`config.mk`:
```
export PLATFORM = sky130hd
export DESIGN_NAME = hurp_div
export DESIGN_NICKNAME = d
export VERILOG_FILES = /design/src/hurp_pkg.sv /design/src/hurp_div.sv
export SDC_FILE = /design/constraint.sdc
export NUM_CORES = 2
export LEC_CHECK = 0
export BUFFER_PORTS_ARGS = -buffer_cell sky130_fd_sc_hd__buf_2
export CAP_MARGIN = 30
export CELL_PAD_IN_SITES_DETAIL_PLACEMENT = 1
export CELL_PAD_IN_SITES_GLOBAL_PLACEMENT = 2
export CORE_ASPECT_RATIO = 1.75
export CORE_MARGIN = 2
export CORE_UTILIZATION = 41
export CTS_CLUSTER_DIAMETER = 60
export DETAILED_ROUTE_END_ITERATION = 7
export GPL_ROUTABILITY_DRIVEN = 0
export PLACE_DENSITY = 0.83
export SLEW_MARGIN = 30
export SYNTH_ARGS = -nofsm -noshare
export SYNTH_HDL_FRONTEND = slang
export SYNTH_SLANG_ARGS = --single-unit
```
`constraint.sdc`:
```
create_clock -name clk -period 4.9 [get_ports clk]
set_clock_uncertainty 0.2 [all_clocks]
set_input_delay 0.98 -clock clk [delete_from_list [all_inputs] [get_ports clk]]
set_output_delay 0.98 -clock clk [all_outputs]
set_load 0.005 [all_outputs]
```
`src/hurp_pkg.sv`:
```
package hurp_pkg;

  localparam int CORDIC_ITERS = 30;
  localparam int CW = 34;
  localparam int ZW = 33;
  localparam logic [31:0] CORDIC_GAIN = 32'd652032874;
  localparam logic signed [31:0] ONE_Q30 = 32'sd1073741824;

  localparam logic [31:0] ATAN_TURNS [CORDIC_ITERS] = '{
    32'h20000000, 32'h12E4051E, 32'h09FB385B, 32'h051111D4, 32'h028B0D43, 32'h0145D7E1,
    32'h00A2F61E, 32'h00517C55, 32'h0028BE53, 32'h00145F2F, 32'h000A2F98, 32'h000517CC,
    32'h00028BE6, 32'h000145F3, 32'h0000A2FA, 32'h0000517D, 32'h000028BE, 32'h0000145F,
    32'h00000A30, 32'h00000518, 32'h0000028C, 32'h00000146, 32'h000000A3, 32'h00000051,
    32'h00000029, 32'h00000014, 32'h0000000A, 32'h00000005, 32'h00000003, 32'h00000001
  };

  localparam int CFG_IDX_W = 1;
  localparam logic [CFG_IDX_W-1:0] CFG_RADAR_SIZE  = 1'b0;
  localparam logic [CFG_IDX_W-1:0] CFG_RADAR_SCALE = 1'b1;

  typedef logic signed [CW-1:0] cval_t;
  typedef logic signed [ZW-1:0] zval_t;

  typedef struct packed {
    logic signed [31:0] dx;
    logic signed [31:0] dy;
  } delta_t;

endpackage

```
`src/hurp_div.sv`:
```
module hurp_div
  import hurp_pkg::*;
#(
  parameter int DW = 33
) (
  input  logic          clk,
  input  logic          rst_n,
  input  logic          en,
  input  logic          in_valid,
  input  logic [DW-1:0] in_num,
  input  logic          in_neg,
  input  logic [15:0]   in_den,
  output logic          out_valid,
  output logic [DW-1:0] out_quo,
  output logic          out_neg
);

  logic          v_r   [DW];
  logic [15:0]   rem_r [DW];
  logic [DW-1:0] nq_r  [DW];
  logic          neg_r [DW];

  logic          src_v   [DW];
  logic [15:0]   src_rem [DW];
  logic [DW-1:0] src_nq  [DW];
  logic          src_neg [DW];

  assign src_v[0]   = in_valid;
  assign src_rem[0] = '0;
  assign src_nq[0]  = in_num;
  assign src_neg[0] = in_neg;

  for (genvar k = 0; k < DW; k++) begin : g_step
    logic [16:0] trial;
    logic        ge;

    if (k > 0) begin : g_link
      assign src_v[k]   = v_r[k-1];
      assign src_rem[k] = rem_r[k-1];
      assign src_nq[k]  = nq_r[k-1];
      assign src_neg[k] = neg_r[k-1];
    end

    assign trial = {src_rem[k], src_nq[k][DW-1]};
    assign ge    = trial >= {1'b0, in_den};

    always_ff @(posedge clk) begin
      if (!rst_n) begin
        v_r[k] <= 1'b0;
      end else if (en) begin
        v_r[k] <= src_v[k];
      end
    end

    always_ff @(posedge clk) begin
      if (en) begin
        rem_r[k] <= ge ? 16'(trial - {1'b0, in_den}) : trial[15:0];
        nq_r[k]  <= {src_nq[k][DW-2:0], ge};
        neg_r[k] <= src_neg[k];
      end
    end
  end

  assign out_valid = v_r[DW-1];
  assign out_quo   = nq_r[DW-1];
  assign out_neg   = neg_r[DW-1];

endmodule

```
==> flow_metrics.py <==
metrics = {
    "layout": {
        "area_growth_pct": 13.7,
        "drive_gt1_frac": 0.147,
        "fillers": 18984,
        "final_area_um2": 88800,
        "fin_nets": 6498,
        "utilization": 0.468,
    },
    "floorplanning": {
        "die_h_um": 581,
        "core-area_um2": 190000,
        "row_count": 212,
        "start_util": 0.411,
        "io_pins": 89,
        "dieArea_um2": 194000,
        "die_w_um": 334,
    },
    "synthesis": {
        "synth-simple-area-share": 0.0731,
        "synth_top_area_cell": "edfxtp_1",
        "yosys-top-cells-area": "edfxtp_1 64%, ha_1 8.2%, mux2_2 4.0%",
        "synth_top_family_by_area": "compound AO/OA/AOI/OAI gates",
        "yosys.area_share.adder": 0.0903,
        "synthFlopType": "edfxtp_1",
        "yosysSeqAreaShare": 0.641,
        "yosysWarnings": 0,
        "synth_top_cell_area_share": 0.640,
        "synth.distinct_cells": 87,
        "yosys-top-cells-count": "1,666 x edfxtp_1, 514 x ha_1, 345 x nor2_1",
        "syn_area_per_cell_um2": 14.2,
        "synthMuxAreaShare": 0.0470,
        "ys_ff_latch": 1667,
        "synth_most_common_cell": "edfxtp_1",
        "synth-compound-area-share": 0.0954,
        "synth-xor-area-share": 0.0402,
        "netlist_area_um2": 78100,
        "synth_edf_count": 1666,
        "syn_nets": 6092,
        "synth_cells": 5493,
        "async_flop_share": 0,
    },
    "critical_path": {
        "r2r_start": "nq_r[1][230]",
        "crit_path_max_fanout": 6,
        "r2r_cells": 12,
        "cpMostUsedCell": "o21ai_0",
        "endpoint_kind": "flop",
        "slowest_delay_ps": 530,
        "crit_arrival_ps": 4310,
        "worstSetupPathType": "input port to flop",
        "r2r_end": "rem_r[0][382]",
        "crit_slowest_cell": "o41ai_1",
        "cp.buffers_inverters": 2,
        "crit_chain": "buf_2 > buf_4 > ha_1 > fa_1 > nor2b_1 > o21ai_0 > a21oi_1 > o41ai_1 > o21ai_0 > a311o_1 > a21o_1 > xor2_1 > mux2_2",
        "rrSetupSlack_ps": 1150,
        "required_ps": 5240,
        "cp-start-kind": "input port",
        "critPathTopFamily": "compound AO/OA/AOI/OAI gates",
    },
    "place": {
        "dp_hpwl_mm": 133,
        "portBuffers": 88,
        "place_area_um2": 83700,
    },
    "grt": {
        "grt_remaining_overflow": 0,
        "grt_max_degree": 134,
        "grt_pass1_vias": 50640,
        "grt_antenna_before_repair": 5,
        "grt_pass1_wl_mm": 287,
        "grtUsageTotal": 0.192,
    },
    "timing": {
        "min_period_ps": 3970,
        "min_period_over_period": 0.810,
        "finalSetupTns_ps": 0,
        "hold_viol": 0,
        "slew_headroom": 0.373,
        "setup_viol": 0,
        "worst_pin_slew_ps": 941,
        "slew_violations": 0,
        "rsz0062_at_grt": "false",
        "fmax_mhz": 252,
    },
    "hold_path": {
        "hold_depth": 1,
        "min_to": "nq_r[0][7]",
        "hold_path_class": "input port to flop",
        "min_from": "in_num[6]",
    },
    "cts": {
        "clk_latency_ps": 820,
        "htreeDepth": 4,
        "path_clk_slew_ps": 60,
        "clock-root-buffer": "clkbuf_16",
        "clkSinkCount": 1667,
        "cts_buffer_depth": 4,
        "cts_inserted_buffers": 167,
        "cts_tree": "done",
        "post_cts_resized": 0,
        "hold_buffers": 0,
        "post-cts-setup-buffers": 0,
    },
    "routing": {
        "via_per_inst": 5.47,
        "wl_per_cell_um": 22.1,
        "drtAntennaViolNets": 0,
        "route.detailed.drc": 0,
        "drtPass1Iterations": 6,
        "drt_iter0_markers": 2318,
        "routed_wl_mm": 187,
        "vias": 46363,
    },
    "outcome": {
        "status": "complete, no violations",
    },
    "power_and_ir_drop": {
        "power.leakage_nw": 33.3,
        "vdd_ir_drop_max_mv": 0.341,
        "p_per_area_nw_per_um2": 645,
    },
    "job": {
        "maxCapViolations": 0,
    },
}
[report_power, final]
part,internal [mW],switching [mW]
combinational,10.8,12.1
clock,6.89,5.34
sequential,20.1,2.02
[layout by cell type (no fill, tap or decap), drive strengths merged, types with 16 or more instances in the layout]
cell	instances
a31oi	50
mux2i	41
inv	188
o21a	75
edfxtp	1666
fa	31
xnor2	225
o31a	23
nor2b	101
nand4	61
ha	514
o211ai	22
o31ai	27
or3	31
a211oi	42
a31o	16
nor4	26
nand2	249
clkinv	71
nand2b	59
a21boi	36
o21ai	279
and4	16
and3	54
buf	317
mux2	287
o21bai	24
a21o	128
nand3	72
a21oi	332
clkbuf	195
xor2	134
nor2	345
nor3	79
[worst max path at each step]
stage                     startpoint            end  slack (ps)  cells after the start
after floorplan            in_den[1]  rem_r[0][184]          30                     13
after global placement     in_den[0]  rem_r[0][382]         280                     13
after detailed placement   in_den[0]  rem_r[0][382]         190                     13
after CTS                  in_den[0]  rem_r[0][382]        1020                     13
after global routing       in_den[0]  rem_r[0][382]         780                     13
final                      in_den[0]  rem_r[0][382]         930                     13
[sequential cells by signal, summed over array words and instances, names as in the netlist]
name / cells
nq_r: 1089
rem_r: 512
neg_r: 33
v_r: 33
[per-layer routing]
layer | vias to the layer above | wire length, um | track usage | part of all wire
met5 | - | 13 | 0 | 0.000069
met4 | 2 | 12500 | 0.117 | 0.067
met3 | 516 | 4840 | 0.0220 | 0.026
met2 | 813 | 103000 | 0.371 | 0.55
met1 | 23099 | 66900 | 0.193 | 0.36
li1 | 21933 | - | - | -
[logic make-up after synthesis]
group	Yosys count
AO/OA/AOI/OAI	1167
XOR/XNOR	359
adder cells (fa/ha/maj)	545
buffers and inverters	267
flip-flops	1667
multiplexers	328
AND/OR/NAND/NOR	1160
[area by class of cell]
class | count | area [um2] | share of cell area
tap | 2461 | 3080 | 0.0347
timing repair buffer | 317 | 2820 | 0.0317
clock inverter | 95 | 827 | 0.00931
sequential | 1667 | 50000 | 0.563
clock buffer | 195 | 4280 | 0.0482
inverter | 187 | 702 | 0.00790
antenna | 2 | 5.00 | 0.0000563
multi-input combinational | 3559 | 27100 | 0.305
[through the flow]
stage,hold slack [ps],instances,worst slack [ps],power [mW]
finish,115,8483,931,57.3
global route,73.3,8482,781,60.7
global placement,200,8191,281,44.4
CTS,49.4,8481,1020,57.8
detailed placement,205,8191,188,45.3
floorplan,200,5493,25.7,37.6
No activity file was read; power rests on OpenSTA's default activity.
